## src/rtl/shf_pkg.sv

```systemverilog
// shared types, constants and helper functions of the signed feature hasher
// depends on nothing; used by every rtl module through scoped names
`default_nettype none

package shf_pkg;

   // field widths
   localparam int IndexWidth = 31;
   localparam int ValueWidth = 64;
   localparam int SeedWidth  = 32;
   localparam int HashWidth  = 32;

   // key length in bytes and full 4-byte blocks
   localparam int IndexBytes = 4;
   localparam int IdxBlocks  = IndexBytes / 4;

   // murmur3 x86_32 constants
   localparam logic [HashWidth-1:0] MhC1       = 32'hcc9e2d51;
   localparam logic [HashWidth-1:0] MhC2       = 32'h1b873593;
   localparam logic [HashWidth-1:0] MhRoundAdd = 32'he6546b64;
   localparam logic [HashWidth-1:0] MhFmix1    = 32'h85ebca6b;
   localparam logic [HashWidth-1:0] MhFmix2    = 32'hc2b2ae35;
   localparam logic [HashWidth-1:0] MhLen      = 32'(IndexBytes);

   // pipeline geometry
   localparam int HashStages = 6;
   localparam int DivSteps   = 2;
   localparam int DivStages  = (IndexWidth + DivSteps - 1) / DivSteps;

   // data that rides along with a request
   typedef struct packed {
      logic [ValueWidth-1:0] value;
      logic                  negated;
      logic                  last;
   } side_type;

   // hash unit to divider
   typedef struct packed {
      logic                 valid;
      logic [HashWidth-1:0] hash;
      side_type             side;
   } hash_out_type;

   // divider to response port
   typedef struct packed {
      logic                  valid;
      logic [IndexWidth-1:0] remainder;
      side_type              side;
   } div_out_type;

   // low 32 bits of a 32x32 product
   function automatic logic [HashWidth-1:0] mul32(input logic [HashWidth-1:0] a,
                                                  input logic [HashWidth-1:0] b);
      logic [2*HashWidth-1:0] p;
      p = 64'(a) * 64'(b);
      return p[HashWidth-1:0];
   endfunction

   // body round: rotl 13, times 5, plus constant
   function automatic logic [HashWidth-1:0] hash_round(input logic [HashWidth-1:0] h);
      logic [HashWidth-1:0] t;
      t = {h[18:0], h[31:19]};
      return t + {t[29:0], 2'b00} + MhRoundAdd;
   endfunction

   // one restoring remainder step
   function automatic logic [IndexWidth-1:0] rem_step(input logic [IndexWidth-1:0] r,
                                                      input logic                  b,
                                                      input logic [IndexWidth-1:0] d);
      logic [IndexWidth:0] t;
      t = {r, b};
      if (t >= {1'b0, d}) begin
         t = t - {1'b0, d};
      end
      return t[IndexWidth-1:0];
   endfunction

endpackage

`default_nettype wire

```

## src/rtl/shf_div.sv

```systemverilog
// pipelined restoring remainder unit, two quotient bits per stage
// depends on shf_pkg; the user must hold the divisor steady while requests are in flight (not enforced here)
`default_nettype none

module shf_div (
   input  wire logic                           clock,
   input  wire logic                           reset,
   input  wire logic                           adv,
   input  wire logic [shf_pkg::IndexWidth-1:0] dim,
   input  shf_pkg::hash_out_type               in,
   output shf_pkg::div_out_type                out
);

   localparam int Last = shf_pkg::DivStages - 1;

   logic [shf_pkg::DivStages-1:0]  vld_ff;
   logic [shf_pkg::IndexWidth-1:0] rem_ff [shf_pkg::DivStages];
   logic [shf_pkg::IndexWidth-1:0] rem_in [shf_pkg::DivStages];
   logic [shf_pkg::IndexWidth-1:0] x_ff   [shf_pkg::DivStages];
   logic [shf_pkg::IndexWidth-1:0] x_in   [shf_pkg::DivStages];
   shf_pkg::side_type              side_ff [shf_pkg::DivStages];

   for (genvar s = 0; s < shf_pkg::DivStages; s++) begin : g_stage
      logic [shf_pkg::IndexWidth-1:0] rem_prev, x_prev, rem_next, x_next;

      // dividend is hash >> 1, remainder starts at zero
      if (s == 0) begin : g_first
         assign rem_prev = '0;
         assign x_prev   = in.hash[shf_pkg::HashWidth-1:1];
      end else begin : g_rest
         assign rem_prev = rem_ff[s-1];
         assign x_prev   = x_ff[s-1];
      end

      // shift in dividend bits msb first, subtract when it fits
      always_comb begin
         logic [shf_pkg::IndexWidth-1:0] r;
         logic [shf_pkg::IndexWidth-1:0] x;
         r = rem_prev;
         x = x_prev;
         for (int t = 0; t < shf_pkg::DivSteps; t++) begin
            if (s * shf_pkg::DivSteps + t < shf_pkg::IndexWidth) begin
               r = shf_pkg::rem_step(r, x[shf_pkg::IndexWidth-1], dim);
               x = {x[shf_pkg::IndexWidth-2:0], 1'b0};
            end
         end
         rem_next = r;
         x_next   = x;
      end

      assign rem_in[s] = rem_next;
      assign x_in[s]   = x_next;
   end

   // control
   always_ff @(posedge clock) begin
      if (reset) begin
         vld_ff <= '0;
      end else if (adv) begin
         vld_ff <= {vld_ff[shf_pkg::DivStages-2:0], in.valid};
      end
   end

   // payload
   always_ff @(posedge clock) begin
      if (adv) begin
         side_ff[0] <= in.side;
         for (int s = 0; s < shf_pkg::DivStages; s++) begin
            rem_ff[s] <= rem_in[s];
            x_ff[s]   <= x_in[s];
         end
         for (int s = 1; s < shf_pkg::DivStages; s++) begin
            side_ff[s] <= side_ff[s-1];
         end
      end
   end

   assign out.valid     = vld_ff[Last];
   assign out.remainder = rem_ff[Last];
   assign out.side      = side_ff[Last];

endmodule

`default_nettype wire

```

## config.mk

```make
export PLATFORM = sky130hd
export DESIGN_NAME = shf_div
export DESIGN_NICKNAME = d
export VERILOG_FILES = /design/src/rtl/shf_pkg.sv /design/src/rtl/shf_div.sv
export SDC_FILE = /design/constraint.sdc
export NUM_CORES = 2
export LEC_CHECK = 0
export BUFFER_PORTS_ARGS = -buffer_cell sky130_fd_sc_hd__buf_2
export CAP_MARGIN = 40
export CORE_MARGIN = 4
export CORE_UTILIZATION = 40
export DETAILED_ROUTE_END_ITERATION = 12
export PLACE_DENSITY = 0.69
export SETUP_SLACK_MARGIN = 0.2
export SLEW_MARGIN = 25
export SYNTH_ARGS = -nofsm -noshare
export SYNTH_HDL_FRONTEND = slang
export SYNTH_SLANG_ARGS = --single-unit
export TNS_END_PERCENT = 10
```

## constraint.sdc

```tcl
create_clock -name clock -period 6.7 [get_ports clock]
set_input_delay 0.335 -clock clock [delete_from_list [all_inputs] [get_ports clock]]
set_output_delay 0.335 -clock clock [all_outputs]
set_load 0.05 [all_outputs]
```

# After elaboration in Yosys (flattened, before gate mapping)
# Memories as Yosys holds them, arrays and structs flattened.
# Cells that the tools add are included.
totals:
  memories: 3
  out_inout_bits: 98
  elab_cells: 99
  ramBits: 2032
  inputBits: 133
  register_bits: 16
mem_list:
  columns: ["name", "words", "width", "read_ports", "rd_clocked_by_memory_dff", "write_ports", "line_no", "text"]
  rows:
  - ["side_ff", 16, 66, 16, 0, 16, "shf_div.sv:21", "shf_pkg::side_type side_ff [shf_pkg::DivStages];"]
  - ["rem_ff", 16, 31, 16, 0, 16, "shf_div.sv:17", "logic [shf_pkg::IndexWidth-1:0] rem_ff [shf_pkg::DivStages];"]
  - ["x_ff", 16, 30, 15, 0, 16, "shf_div.sv:19", "logic [shf_pkg::IndexWidth-1:0] x_ff [shf_pkg::DivStages];"]
classes:
  n_addsub: 31
  mux: 33
  order_cmp: 31
op_table:
  columns: ["cell", "n"]
  rows:
  - ["$mux 31", 31]
  - ["$ge 32x31->1", 30]
  - ["$sub 31x31->31", 30]
  - ["$ge 1x31->1", 1]
  - ["$sub 1x31->31", 1]
  - ["$mux 1", 2]

# Logic depth before layout (Yosys ltp)
# An unclocked memory read counts as a cell.
depth:
  ltp_word: 5
  depth_mapped: 29
  mapped_depth_nobuf: 25

# Worst setup path before layout
# Ideal clock, no wire load.
synth_path:
  path_kind: "input port to flip-flop"
  from: "in dim[1] (netlist name)"
  to: "mem rem_ff[0][228] (netlist name), data pin"
  t_arrival_ns: 6.915
  setup_slack_ns: -0.477
  required_ns: 6.438
  n_path_buf: 4
  setup_time_ns: 0.262
  stages: 25
  path_cell_list: "inv_1 > fa_1 > a21o_1 > a221o_1 > a221oi_4 > nor4b_2 > o21ai_1 > o21ai_2 > o21a_1 > clkbuf_1 > clkbuf_1 > a21oi_1 > ha_1 > a2111oi_0 > o21ai_0 > a21oi_1 > o21bai_1 > a21o_1 > a22o_1 > o41ai_2 > a21oi_1 > or4_1 > buf_2 > buf_6 > mux2_1"
synth_lines:
  columns: ["item", "line_no", "text"]
  rows:
  - ["from (decl)", "shf_div.sv:9", "input wire logic [shf_pkg::IndexWidth-1:0] dim,"]
  - ["to (decl)", "shf_div.sv:17", null]

==> reports/results.tsv <==
metric	value	unit
status	finished clean	
Layout area overhead	22.1	%
H-tree levels	4	
largest net degree at the start of global routing	206	
Slew Limit Fails	0	
Worst R2R End	rem_ff[0][246]	
synthesized area per cell	11.2	um2
main flop type after synthesis	edfxtp_1	
MaxCap Viol Count	0	
hold path cells	1	
setup violators final	0	
Rows	193	
reg2reg setup slack	0.24	ns
Ys Warns	0	
CTS Buffer Depth	4	
Fin Hold WS	0.0352	ns
Via density	5.59	
Clock Latency Late Sink	0.86	ns
Crit Path Max Fanout	21	
RSZ-0062 raised after global routing	true	
register area share after synthesis	48.2	%
DRT met1 WL	139000	um
highest routed layer	met5	
Hold Crit Class	primary input to flip-flop	
fmax	0.155	GHz
placed cell area	127000	um2
Antenna Nets Post-Route	0	
GRT Total Usage	21.3	%
Initial Util	40.2	%
critical path launch point	x_ff[0][209]	
share of layout cells above drive strength 1	22.2	%
hpwl dp	240000	um
cts bufs inserted	204	
GP Congestion	0.982	
shortest period the worst path allows	6.46	ns
worst r2r src	x_ff[0][209]	
DRC	0	
overall die height	536	um
fin cells	15520	
die area	287000	um2
worst hold start	adv	
Die W	536	um
CTS tree	done	
Final Cell Area	136000	um2
Pre-antenna DRT Iters	8	
core area	277000	um2
root buf cell	clkbuf_16	
flops & latches, synth	1793	
Fin. Hold Viols	0	
EDFF count, synth	1777	
FFs w/ async S/R, synth	0	%
Endpoint, Worst Hold	side_ff[0][325]	
global route overflow	0	
crit share post-route	96.4	%
final wirelength	318000	um
R2R cell count	25	
startpoint type of the worst setup path	flip-flop	
first-pass GRT wire length	482000	um
via count	86713	
Port Buffers	229	
WP data arrival	7.03	ns
Worst setup EP type	flip-flop	
Worst-Margin Slew	1.09	ns
Syn Inst Count	9979	
drt first-iter violations	6783	
drt wl/cell	20.5	um
DP Cell Count	15023	
IO Count	231	
met2 wire len	145000	um
TNS Setup	0	ns
Netlist cell types	97	
vias in the first global route	84512	
clock sink count	1793	
CP required	7.27	ns
initial antenna violation count	19	
Clock Skews	0.0548	ns
Layout Nets	12743	
relative slew slack	27.5	%
met3 WL	19400	um
Worst-path clk slew	0.06	ns
syn nets	11074	
critical path class	flip-flop to flip-flop	
Post-Syn Area	111000	um2
[cells in the mapped netlist, drive strengths merged (78+ instances only)]
master,instances,area share (%)
nor2b,112,0.63
nand2b,118,0.66
a21o,425,2.9
nand4,115,0.65
mux2,466,4.8
nor2,645,2.2
xnor2,455,3.6
nand3,181,0.81
a21oi,843,3.8
o21bai,100,0.67
o31ai,89,0.60
buf,126,0.72
nand2,694,2.3
clkbuf,149,0.50
a31oi,105,0.59
ha,932,10
nor3,195,0.88
inv,342,1.2
o21a,164,1.1
xor2,250,2.0
and3,95,0.53
edfxtp,1777,48
o21ai,608,2.7
mux2i,78,0.70
a211oi,86,0.58
[critical path, cell delays in order (launching register included)]
cell and delay [ns]:
edfxtp_1 0.50, inv_1 0.10, ha_2 0.19, inv_2 0.04, fa_2 0.34, a21o_1 0.22, a221o_1 0.40, a221oi_4 0.35
nor4b_4 0.12, o21ai_2 0.18, o21ai_2 0.11, o21a_2 0.27, buf_12 0.16, mux2_2 0.29, ha_1 0.29, a21o_1 0.18
a21o_1 0.18, a21oi_2 0.15, nand3b_1 0.17, nand3_2 0.12, a22o_1 0.24, o41ai_4 0.25, a21oi_2 0.10, or4_4 0.65
clkbuf_16 0.22, mux2_4 0.30
[worst max path at each step]
stage / slack, ns / depth (start not counted) / endpoint
after global placement: -0.40 / 26 / rem_ff[1][158]
after detailed placement: -0.43 / 26 / rem_ff[1][158]
after global routing: 0.08 / 25 / rem_ff[0][246]
final: 0.24 / 25 / rem_ff[0][246]
after CTS: 0.15 / 27 / rem_ff[1][0]
after floorplan: 0.008 / 25 / rem_ff[0][100]
[area by class of cell]
type	count	area, um2
Antenna cell	5	12.5
Sequential cell	1793	53700
Tap cell	3705	4640
Inverter	342	1290
Multi-Input combinational cell	7569	55600
Fill cell	24495	141000
Timing Repair Buffer	1738	13900
Clock buffer	230	5290
Clock inverter	138	1610
[per-layer routing]
| metal | up-vias | global-route usage (%) |
|---|---|---|
| li1 | 41506 | - |
| met1 | 41724 | 28.4 |
| met2 | 2769 | 34.8 |
| met3 | 706 | 3.13 |
| met4 | 8 | 8.29 |
| met5 | - | 0 |
[state kept, by name, summed over array words and instances (netlist names)]
name,count
rem_ff,496
side_ff,1056
vld_ff,16
x_ff,225
[cells in the final DEF, fill, tap and decap left out, types with 94 or more instances in the layout]
| cell type | instances |
|---|---|
| nand4_1 | 115 |
| nand2_1 | 694 |
| o21bai_1 | 98 |
| and3_1 | 94 |
| buf_4 | 1315 |
| xor2_1 | 250 |
| clkbuf_16 | 212 |
| a21oi_1 | 829 |
| o21a_1 | 161 |
| inv_1 | 309 |
| ha_1 | 927 |
| buf_2 | 228 |
| nor2b_1 | 112 |
| xnor2_1 | 454 |
| a21o_1 | 425 |
| dlygate4sd3_1 | 100 |
| nand2b_1 | 118 |
| nor2_1 | 642 |
| edfxtp_1 | 1777 |
| a31oi_1 | 100 |
| mux2_2 | 436 |
| nand3_1 | 180 |
| o21ai_0 | 578 |
| nor3_1 | 191 |
[metrics by stage]
step / setup slack (ns) / utilization (%)
after floorplan: 0.00780 / -
after global placement: -0.396 / 46.0
after detailed placement: -0.431 / 46.0
after CTS: 0.153 / 48.9
after global routing: 0.0774 / 49.1
final: 0.239 / 49.1
[cells by family after synthesis]
kind of cell | share of synthesized area, %
AOI/OAI and AO/OA | 16.6
xor gates and xnor gates | 5.55
adders and majority gates | 11.0
buffers and inverters | 2.37
DFF | 48.2
muxes | 5.49
and+or+nand+nor | 10.7
[repair_timing]
| item | CTS | global route |
|---|---|---|
| pin swaps | 3 | 34 |
| hold endpoints to repair | 113 | 0 |
| hold buffers | 100 | 0 |
| buffers inserted | 2 | 13 |
| gates resized for setup | 12 | 93 |
| cloned | 1 | 5 |
| setup endpoints to repair | 68 | 382 |
Power is left out: the tool's default activity adds up to more than one toggle a clock period on the data nets, which glitch-free logic cannot reach.
