$ cat src/rtl/shf_pkg.sv
// shared types, constants and helper functions of the signed feature hasher
// depends on nothing; used by every rtl module through scoped names
`default_nettype none

package shf_pkg;

   // field widths
   localparam int IndexWidth = 31;
   localparam int ValueWidth = 64;
   localparam int SeedWidth  = 32;
   localparam int HashWidth  = 32;

   // key length in bytes and full 4-byte blocks
   localparam int IndexBytes = 4;
   localparam int IdxBlocks  = IndexBytes / 4;

   // murmur3 x86_32 constants
   localparam logic [HashWidth-1:0] MhC1       = 32'hcc9e2d51;
   localparam logic [HashWidth-1:0] MhC2       = 32'h1b873593;
   localparam logic [HashWidth-1:0] MhRoundAdd = 32'he6546b64;
   localparam logic [HashWidth-1:0] MhFmix1    = 32'h85ebca6b;
   localparam logic [HashWidth-1:0] MhFmix2    = 32'hc2b2ae35;
   localparam logic [HashWidth-1:0] MhLen      = 32'(IndexBytes);

   // pipeline geometry
   localparam int HashStages = 6;
   localparam int DivSteps   = 2;
   localparam int DivStages  = (IndexWidth + DivSteps - 1) / DivSteps;

   // data that rides along with a request
   typedef struct packed {
      logic [ValueWidth-1:0] value;
      logic                  negated;
      logic                  last;
   } side_type;

   // hash unit to divider
   typedef struct packed {
      logic                 valid;
      logic [HashWidth-1:0] hash;
      side_type             side;
   } hash_out_type;

   // divider to response port
   typedef struct packed {
      logic                  valid;
      logic [IndexWidth-1:0] remainder;
      side_type              side;
   } div_out_type;

   // low 32 bits of a 32x32 product
   function automatic logic [HashWidth-1:0] mul32(input logic [HashWidth-1:0] a,
                                                  input logic [HashWidth-1:0] b);
      logic [2*HashWidth-1:0] p;
      p = 64'(a) * 64'(b);
      return p[HashWidth-1:0];
   endfunction

   // body round: rotl 13, times 5, plus constant
   function automatic logic [HashWidth-1:0] hash_round(input logic [HashWidth-1:0] h);
      logic [HashWidth-1:0] t;
      t = {h[18:0], h[31:19]};
      return t + {t[29:0], 2'b00} + MhRoundAdd;
   endfunction

   // one restoring remainder step
   function automatic logic [IndexWidth-1:0] rem_step(input logic [IndexWidth-1:0] r,
                                                      input logic                  b,
                                                      input logic [IndexWidth-1:0] d);
      logic [IndexWidth:0] t;
      t = {r, b};
      if (t >= {1'b0, d}) begin
         t = t - {1'b0, d};
      end
      return t[IndexWidth-1:0];
   endfunction

endpackage

`default_nettype wire

$ cat src/rtl/shf_hash.sv
// six-stage murmur3 x86_32 hash of the 31-bit index, sign flip of the value
// depends on shf_pkg
`default_nettype none

module shf_hash (
   input  wire logic                              clock,
   input  wire logic                              reset,
   input  wire logic                              adv,
   input  wire logic                              in_valid,
   input  wire logic [shf_pkg::IndexWidth-1:0]    in_index,
   input  wire logic [shf_pkg::ValueWidth-1:0]    in_value,
   input  wire logic [shf_pkg::SeedWidth-1:0]     in_seed,
   input  wire logic                              in_last,
   output shf_pkg::hash_out_type                  out
);

   logic [shf_pkg::HashStages-1:0] vld_ff, vld_in;
   shf_pkg::side_type              side_ff [shf_pkg::HashStages];
   shf_pkg::side_type              side_in [shf_pkg::HashStages];

   logic [shf_pkg::HashWidth-1:0]  k1_ff, k1_in;
   logic [shf_pkg::HashWidth-1:0]  k2_ff, k2_in;
   logic [shf_pkg::HashWidth-1:0]  seed1_ff, seed2_ff;
   logic [shf_pkg::HashWidth-1:0]  h3_ff, h3_in;
   logic [shf_pkg::HashWidth-1:0]  m4_ff, m4_in;
   logic [shf_pkg::HashWidth-1:0]  m5_ff, m5_in;
   logic [shf_pkg::HashWidth-1:0]  h6_ff, h6_in;

   // valid bits move with the data
   assign vld_in = {vld_ff[shf_pkg::HashStages-2:0], in_valid};

   // block mix: multiply by c1
   assign k1_in = shf_pkg::mul32(32'(in_index), shf_pkg::MhC1);

   // block mix: rotl 15, multiply by c2
   assign k2_in = shf_pkg::mul32({k1_ff[16:0], k1_ff[31:17]}, shf_pkg::MhC2);

   // fold into seed, body rounds, length
   always_comb begin
      logic [shf_pkg::HashWidth-1:0] h;
      h = shf_pkg::hash_round(seed2_ff ^ k2_ff);
      // blocks beyond the first hold only zero bytes
      for (int b = 1; b < shf_pkg::IdxBlocks; b++) begin
         h = shf_pkg::hash_round(h);
      end
      h3_in = h ^ shf_pkg::MhLen;
   end

   // finalizer
   assign m4_in = shf_pkg::mul32(h3_ff ^ {16'h0, h3_ff[31:16]}, shf_pkg::MhFmix1);
   assign m5_in = shf_pkg::mul32(m4_ff ^ {13'h0, m4_ff[31:13]}, shf_pkg::MhFmix2);
   assign h6_in = m5_ff ^ {16'h0, m5_ff[31:16]};

   // side data: captured at entry, sign applied in the last stage
   always_comb begin
      side_in[0].value   = in_value;
      side_in[0].negated = 1'b0;
      side_in[0].last    = in_last;
      for (int s = 1; s < shf_pkg::HashStages; s++) begin
         side_in[s] = side_ff[s-1];
      end
      side_in[shf_pkg::HashStages-1].negated = h6_in[0];
      side_in[shf_pkg::HashStages-1].value   =
         side_ff[shf_pkg::HashStages-2].value ^ {h6_in[0], 63'h0};
   end

   // control
   always_ff @(posedge clock) begin
      if (reset) begin
         vld_ff <= '0;
      end else if (adv) begin
         vld_ff <= vld_in;
      end
   end

   // payload
   always_ff @(posedge clock) begin
      if (adv) begin
         k1_ff    <= k1_in;
         seed1_ff <= in_seed;
         k2_ff    <= k2_in;
         seed2_ff <= seed1_ff;
         h3_ff    <= h3_in;
         m4_ff    <= m4_in;
         m5_ff    <= m5_in;
         h6_ff    <= h6_in;
         for (int s = 0; s < shf_pkg::HashStages; s++) begin
            side_ff[s] <= side_in[s];
         end
      end
   end

   assign out.valid = vld_ff[shf_pkg::HashStages-1];
   assign out.hash  = h6_ff;
   assign out.side  = side_ff[shf_pkg::HashStages-1];

endmodule

`default_nettype wire

$ cat config.mk
export PLATFORM = sky130hd
export DESIGN_NAME = shf_hash
export DESIGN_NICKNAME = d
export VERILOG_FILES = /design/src/rtl/shf_pkg.sv /design/src/rtl/shf_hash.sv
export SDC_FILE = /design/constraint.sdc
export NUM_CORES = 2
export LEC_CHECK = 0
export BUFFER_PORTS_ARGS = -buffer_cell sky130_fd_sc_hd__buf_4
export CELL_PAD_IN_SITES_DETAIL_PLACEMENT = 1
export CELL_PAD_IN_SITES_GLOBAL_PLACEMENT = 2
export CORE_ASPECT_RATIO = 0.9
export CORE_MARGIN = 3
export CORE_UTILIZATION = 45
export CTS_CLUSTER_DIAMETER = 30
export CTS_CLUSTER_SIZE = 25
export DETAILED_ROUTE_END_ITERATION = 16
export PLACE_DENSITY_LB_ADDON = 0.08
export RECOVER_POWER = 100
export SLEW_MARGIN = 20
export SYNTH_ARGS = -nofsm -noshare
export SYNTH_HDL_FRONTEND = slang
export SYNTH_SLANG_ARGS = --single-unit
$ cat constraint.sdc
create_clock -name clock -period 8.7 [get_ports clock]
set_clock_uncertainty 0.1 [all_clocks]
set_input_delay 0.87 -clock clock [delete_from_list [all_inputs] [get_ports clock]]
set_output_delay 0.87 -clock clock [all_outputs]
set_load 0.01 [all_outputs]
# After elaboration in Yosys (flattened, before gate mapping)
# Memory sizes are Yosys's and may differ from the RTL's.
# Index checks and enable logic that the tools add are counted.
totals:
  wordCells: 24
  out_inout_bits: 99
  register_bits: 262
  n_memories: 1
  input_bits: 132
  mem_bits_rw: 396
memory_table:
  columns: ["name", "depth", "width", "read_ports", "rd_clocked_by_memory_dff", "write_ports", "line_no", "source"]
  rows:
  - ["side_ff", 6, 66, 6, 0, 6, "shf_hash.sv:18", "shf_pkg::side_type side_ff [shf_pkg::HashStages];"]
op_classes:
  multipliers: 4
  bitwise: 6
  add_sub_neg: 2
  mux: 2
ops:
  columns: ["operator", "n"]
  rows:
  - ["32-bit by 16-bit XOR with 32-bit output", 2]
  - ["64-bit XOR", 1]
  - ["32-bit adder", 1]
  - ["32-bit adder (second input constant)", 1]
  - ["31-bit by 32-bit multiplier with 32-bit output (second input constant)", 1]
  - ["32-bit by 29-bit multiplier with 32-bit output (second input constant)", 1]
  - ["32-bit by 31-bit multiplier with 32-bit output (second input constant)", 1]
  - ["32-bit by 32-bit multiplier with 32-bit output (second input constant)", 1]
  - ["32-bit by 19-bit XOR with 32-bit output", 1]
  - ["32-bit XOR", 1]
  - ["1-bit two-way mux", 2]
  - ["1-bit NOT", 1]

# Depth between registers and ports, before layout
depth:
  word_depth: 4
  depth_mapped: 26
  ltp_nobuf: 26

# Worst setup path before layout
# OpenSTA, ideal clock, no wires.
synth_timing:
  path_type: "reg2reg"
  from: "register m4_ff[19] (netlist bit)"
  to: "register m5_ff[30] (netlist bit), data pin"
  required_ps: 8342
  path_buffers: 0
  setup_slack_ps: 1565
  stages_incl_launch_ff: 26
  setup_time_ps: 258
  period_less_slack_ps: 7135
  arrival_time_ps: 6777
  path_cell_list: "edfxtp_1 xnor2_1 inv_1 ha_1 inv_1 fa_1 fa_1 fa_1 inv_1 fa_1 inv_1 fa_1 inv_1 fa_1 inv_1 fa_1 inv_1 ha_1 a21o_1 a21o_1 a21o_1 a311oi_1 o21ai_1 a211o_1 a21oi_1 xnor2_1"
synth_between:
  elab_chain_cells: 2
synth_rtl:
  columns: ["element", "line_no", "source"]
  rows:
  - ["from (decl)", "shf_hash.sv:25", "logic [shf_pkg::HashWidth-1:0] m4_ff, m4_in;"]
  - ["from (signal assigned)", "shf_hash.sv:84", "m4_ff <= m4_in;"]
  - ["32-bit by 19-bit XOR with 32-bit output", "shf_hash.sv:51", "assign m5_in = shf_pkg::mul32(m4_ff ^ {13'h0, m4_ff[31:13]}, shf_pkg::MhFmix2);"]
  - ["32-bit by 31-bit multiplier with 32-bit output", "shf_pkg.sv:55", "p = 64'(a) * 64'(b);"]
  - ["named net m5_in, one bit", "shf_hash.sv:26", "logic [shf_pkg::HashWidth-1:0] m5_ff, m5_in;"]
  - ["to (signal assigned)", "shf_hash.sv:85", "m5_ff <= m5_in;"]
  - ["to (decl)", "shf_hash.sv:26", null]
# The timed path passes the listed nets, and every way through them passes these cells.
# A chain may end at the register's enable or synchronous reset.

# Worst setup path after layout
# Same ends and word-level chain as after synthesis.

==> flow_metrics.py <==
metrics = {
    "routing": {
        "firstDrtPassIters": 5,
        "ant_nets": 0,
        "vias": 31890,
        "drc": 0,
        "totalWireLength_um": 140600,
        "routedWlPerCell_um": 21.64,
        "vias_per_cell": 4.910,
        "drt_iter0_drc": 1622,
    },
    "floorplanning": {
        "die_w_um": 375.1,
        "start_util_pct": 45.50,
        "ios": 231,
        "die_height_um": 338.2,
        "design.die.area_um2": 126900,
        "rows": 121,
        "core_area_um2": 121300,
    },
    "sta": {
        "slew_violations": 665,
        "finalSetupViolCount": 0,
        "period_needed_ns": 8.063,
        "maxSlewHeadroom_pct": -213.7,
        "hold_violations": 0,
        "worst_pin_slew_ns": 4.705,
        "rsz0062_at_grt": "false",
        "fmax_mhz": 124.0,
        "setup_tns_ns": 0,
        "finalCritPeriodShare_pct": 92.67,
    },
    "grt": {
        "grt_pass1_wl_um": 217700,
        "grt.overflow.total": 0,
        "grt.busiest_layer": "met2",
        "grtUsageMet2_pct": 38.00,
        "grt_max_degree": 174,
        "grtUsageMet1_pct": 31.10,
        "met3_usage_pct": 5.214,
        "antenna_found_initial": 4,
        "grtUsageTotal_pct": 23.00,
        "first_global_vias": 36410,
    },
    "yosys": {
        "synth.area.top_cells": "edfxtp_1, fa_1, ha_1",
        "syn_area_um2": 55170,
        "ys_seq_elements": 652,
        "synth_nets": 6019,
        "postSynthCellCount": 4375,
        "synth_warnings": 0,
        "yosysTopAreaCell": "edfxtp_1",
        "synth_top_area_share_pct": 35.16,
        "async_reset_ff_share_pct": 0,
        "synth_flop_cell": "edfxtp_1",
        "yosysUniqueCellTypes": 70,
        "syn_area_per_cell_um2": 12.61,
        "synth_edf_count": 646,
        "synth_seq_area_share_pct": 35.38,
    },
    "outcome": {
        "violations": "max-capacitance violations, max-slew violations",
        "status": "finished, violations left",
    },
    "clocking": {
        "htree_levels": 4,
        "postCtsHoldBufs": 0,
        "cts-buffers-inserted": 139,
        "cts.sinks": 652,
        "cts_tree": "built",
        "cts_resized": 0,
        "cts_setup_buffers": 0,
        "clock_latency_ns": 0.75,
        "clockRootBuffer": "clkbuf_16",
        "clk_pin_slew_ns": 0.05,
        "cts_buffer_depth": 3,
    },
    "finish": {
        "drive_gt1_share_pct": 7.909,
        "syn2layout_area_growth_pct": 15.15,
        "num-nets-final": 6420,
    },
    "worst_setup_path": {
        "crit_required_ns": 9.09,
        "crit_path_start_kind": "register",
        "end_kind": "register",
        "path_max_fanout": 6,
        "arrival_ns": 8.45,
        "crit_type": "register to register",
    },
    "hold_path": {
        "hp-class": "primary input to register",
    },
    "place": {
        "gp_congestion": 0.9152,
        "port_buffers": 230,
        "hpwl_um": 115800,
    },
    "job": {
        "cap_violations": 7,
    },
}
[registers in the layout, summed over array words and instances, names as in the netlist]
signal    count
h3_ff        32
h6_ff        32
k1_ff        32
k2_ff        32
m4_ff        32
m5_ff        32
seed1_ff     32
seed2_ff     32
side_ff     390
vld_ff        6
[final cells by class]
cell class,instances,area [um2]
Antenna cell,3,7.507
Clock buffer,159,3657
Clock inverter,99,1232
Fill cell,12450,57730
Inverter,1270,4767
Multi-Input combinational cell,2444,30830
Sequential cell,652,19520
Tap cell,1599,2001
Timing Repair Buffer,269,1524
[layer usage]
layer  routed length [um]  vias to the layer above
met2                67440                      592
li1                     -                    14820
met3                 7642                      164
met1                62860                    16320
met4                 2626                        0
met5                    0                        -
[cell usage after synthesis, types with 5 or more instances]
cell and count:
a31o_2 5, o31ai_1 5, and2_1 6, a21o_1 52, a21oi_1 101, nor2b_1 10, nand2_1 53, mux2i_1 7
nand3_1 20, and3_1 12, nor4_1 5, fa_1 728, a21boi_0 8, edfxtp_1 646, o211ai_1 7, xnor2_1 221
nand2b_1 19, inv_1 1270, a211oi_1 15, a31oi_1 8, o21ai_0 52, clkbuf_1 6, o21bai_1 15, o21a_1 18
or2_2 6, xor2_1 114, nor3_1 22, dfxtp_1 6, ha_1 784, nor2_1 84
[final timing paths]
check / start / end / slack, ns / cells after the start
worst min register to register: seed1_ff[20]$_DFFE_PP_ / seed2_ff[20]$_DFFE_PP_ / 0.30 / 0
worst min-delay path: in_value[9] / side_ff[0][11]$_DFFE_PP_ / 0.22 / 1
worst max register to register: m4_ff[19]$_DFFE_PP_ / m5_ff[30]$_DFFE_PP_ / 0.64 / 25
worst max-delay path: m4_ff[19]$_DFFE_PP_ / m5_ff[30]$_DFFE_PP_ / 0.64 / 25
[critical path, stage by stage (launching register included)]
cell,delay [ns]
edfxtp_1,0.49
xnor2_1,0.70
inv_1,0.21
ha_1,0.38
inv_1,0.10
fa_1,0.46
fa_1,0.46
fa_1,0.51
inv_1,0.05
fa_1,0.49
inv_1,0.06
fa_1,0.53
inv_1,0.05
fa_1,0.47
inv_1,0.05
fa_1,0.47
inv_1,0.04
ha_1,0.34
a21o_1,0.19
a21o_1,0.20
a21o_1,0.18
a311oi_1,0.35
o21ai_0,0.34
a211o_1,0.35
a21oi_1,0.19
xnor2_1,0.09
[layout by cell type, fill, tap and decap left out, types with 17 or more instances in the layout]
cell type | Yosys | final
clkbuf_4 | 0 | 79
inv_6 | 0 | 17
xor2_1 | 114 | 114
nand2_1 | 53 | 53
nor2_1 | 84 | 84
buf_4 | 2 | 57
edfxtp_1 | 646 | 646
xnor2_1 | 221 | 221
nand3_1 | 20 | 21
o21ai_0 | 52 | 56
clkbuf_1 | 6 | 142
clkbuf_16 | 0 | 142
fa_1 | 728 | 728
inv_1 | 1270 | 1270
nor3_1 | 22 | 22
nand2b_1 | 19 | 19
o21a_1 | 18 | 18
a21o_1 | 52 | 52
ha_1 | 784 | 784
a21oi_1 | 101 | 101
[kinds of logic (layout without fill, tap and decap cells)]
kind of cell / after synthesis / after routing / share of synthesized area (%)
other: 0 / 3 / 0
buffers and inverters: 1279 / 1797 / 8.717
AND/OR/NAND/NOR: 255 / 255 / 2.238
XOR/XNOR: 336 / 336 / 5.359
multiplexers: 7 / 7 / 0.1270
adder cells (fa/ha/maj): 1512 / 1512 / 44.19
flip-flops: 652 / 652 / 35.38
AO/OA/AOI/OAI: 334 / 334 / 3.987
[through the flow]
| step | cell area (um2) | instances | hold slack [ns] | worst slack (ns) | utilization [%] |
|---|---|---|---|---|---|
| 5_1_grt | 63530 | 6495 | 0.1628 | 0.2033 | 52.39 |
| 3_5_place_dp | 59180 | 6234 | 0.3052 | 0.7831 | 48.80 |
| 6_report | 63530 | 6495 | 0.2153 | 0.6374 | 52.39 |
| 2_1_floorplan | 55170 | 4375 | 0.3003 | 1.565 | - |
| 3_3_place_gp | 59180 | 6234 | 0.3002 | 0.9153 | 48.80 |
| 4_1_cts | 64070 | 6492 | 0.1286 | 0.7651 | 52.84 |
Power is left out: the tool's default activity adds up to more than one toggle a clock period on the data nets, which glitch-free logic cannot reach.
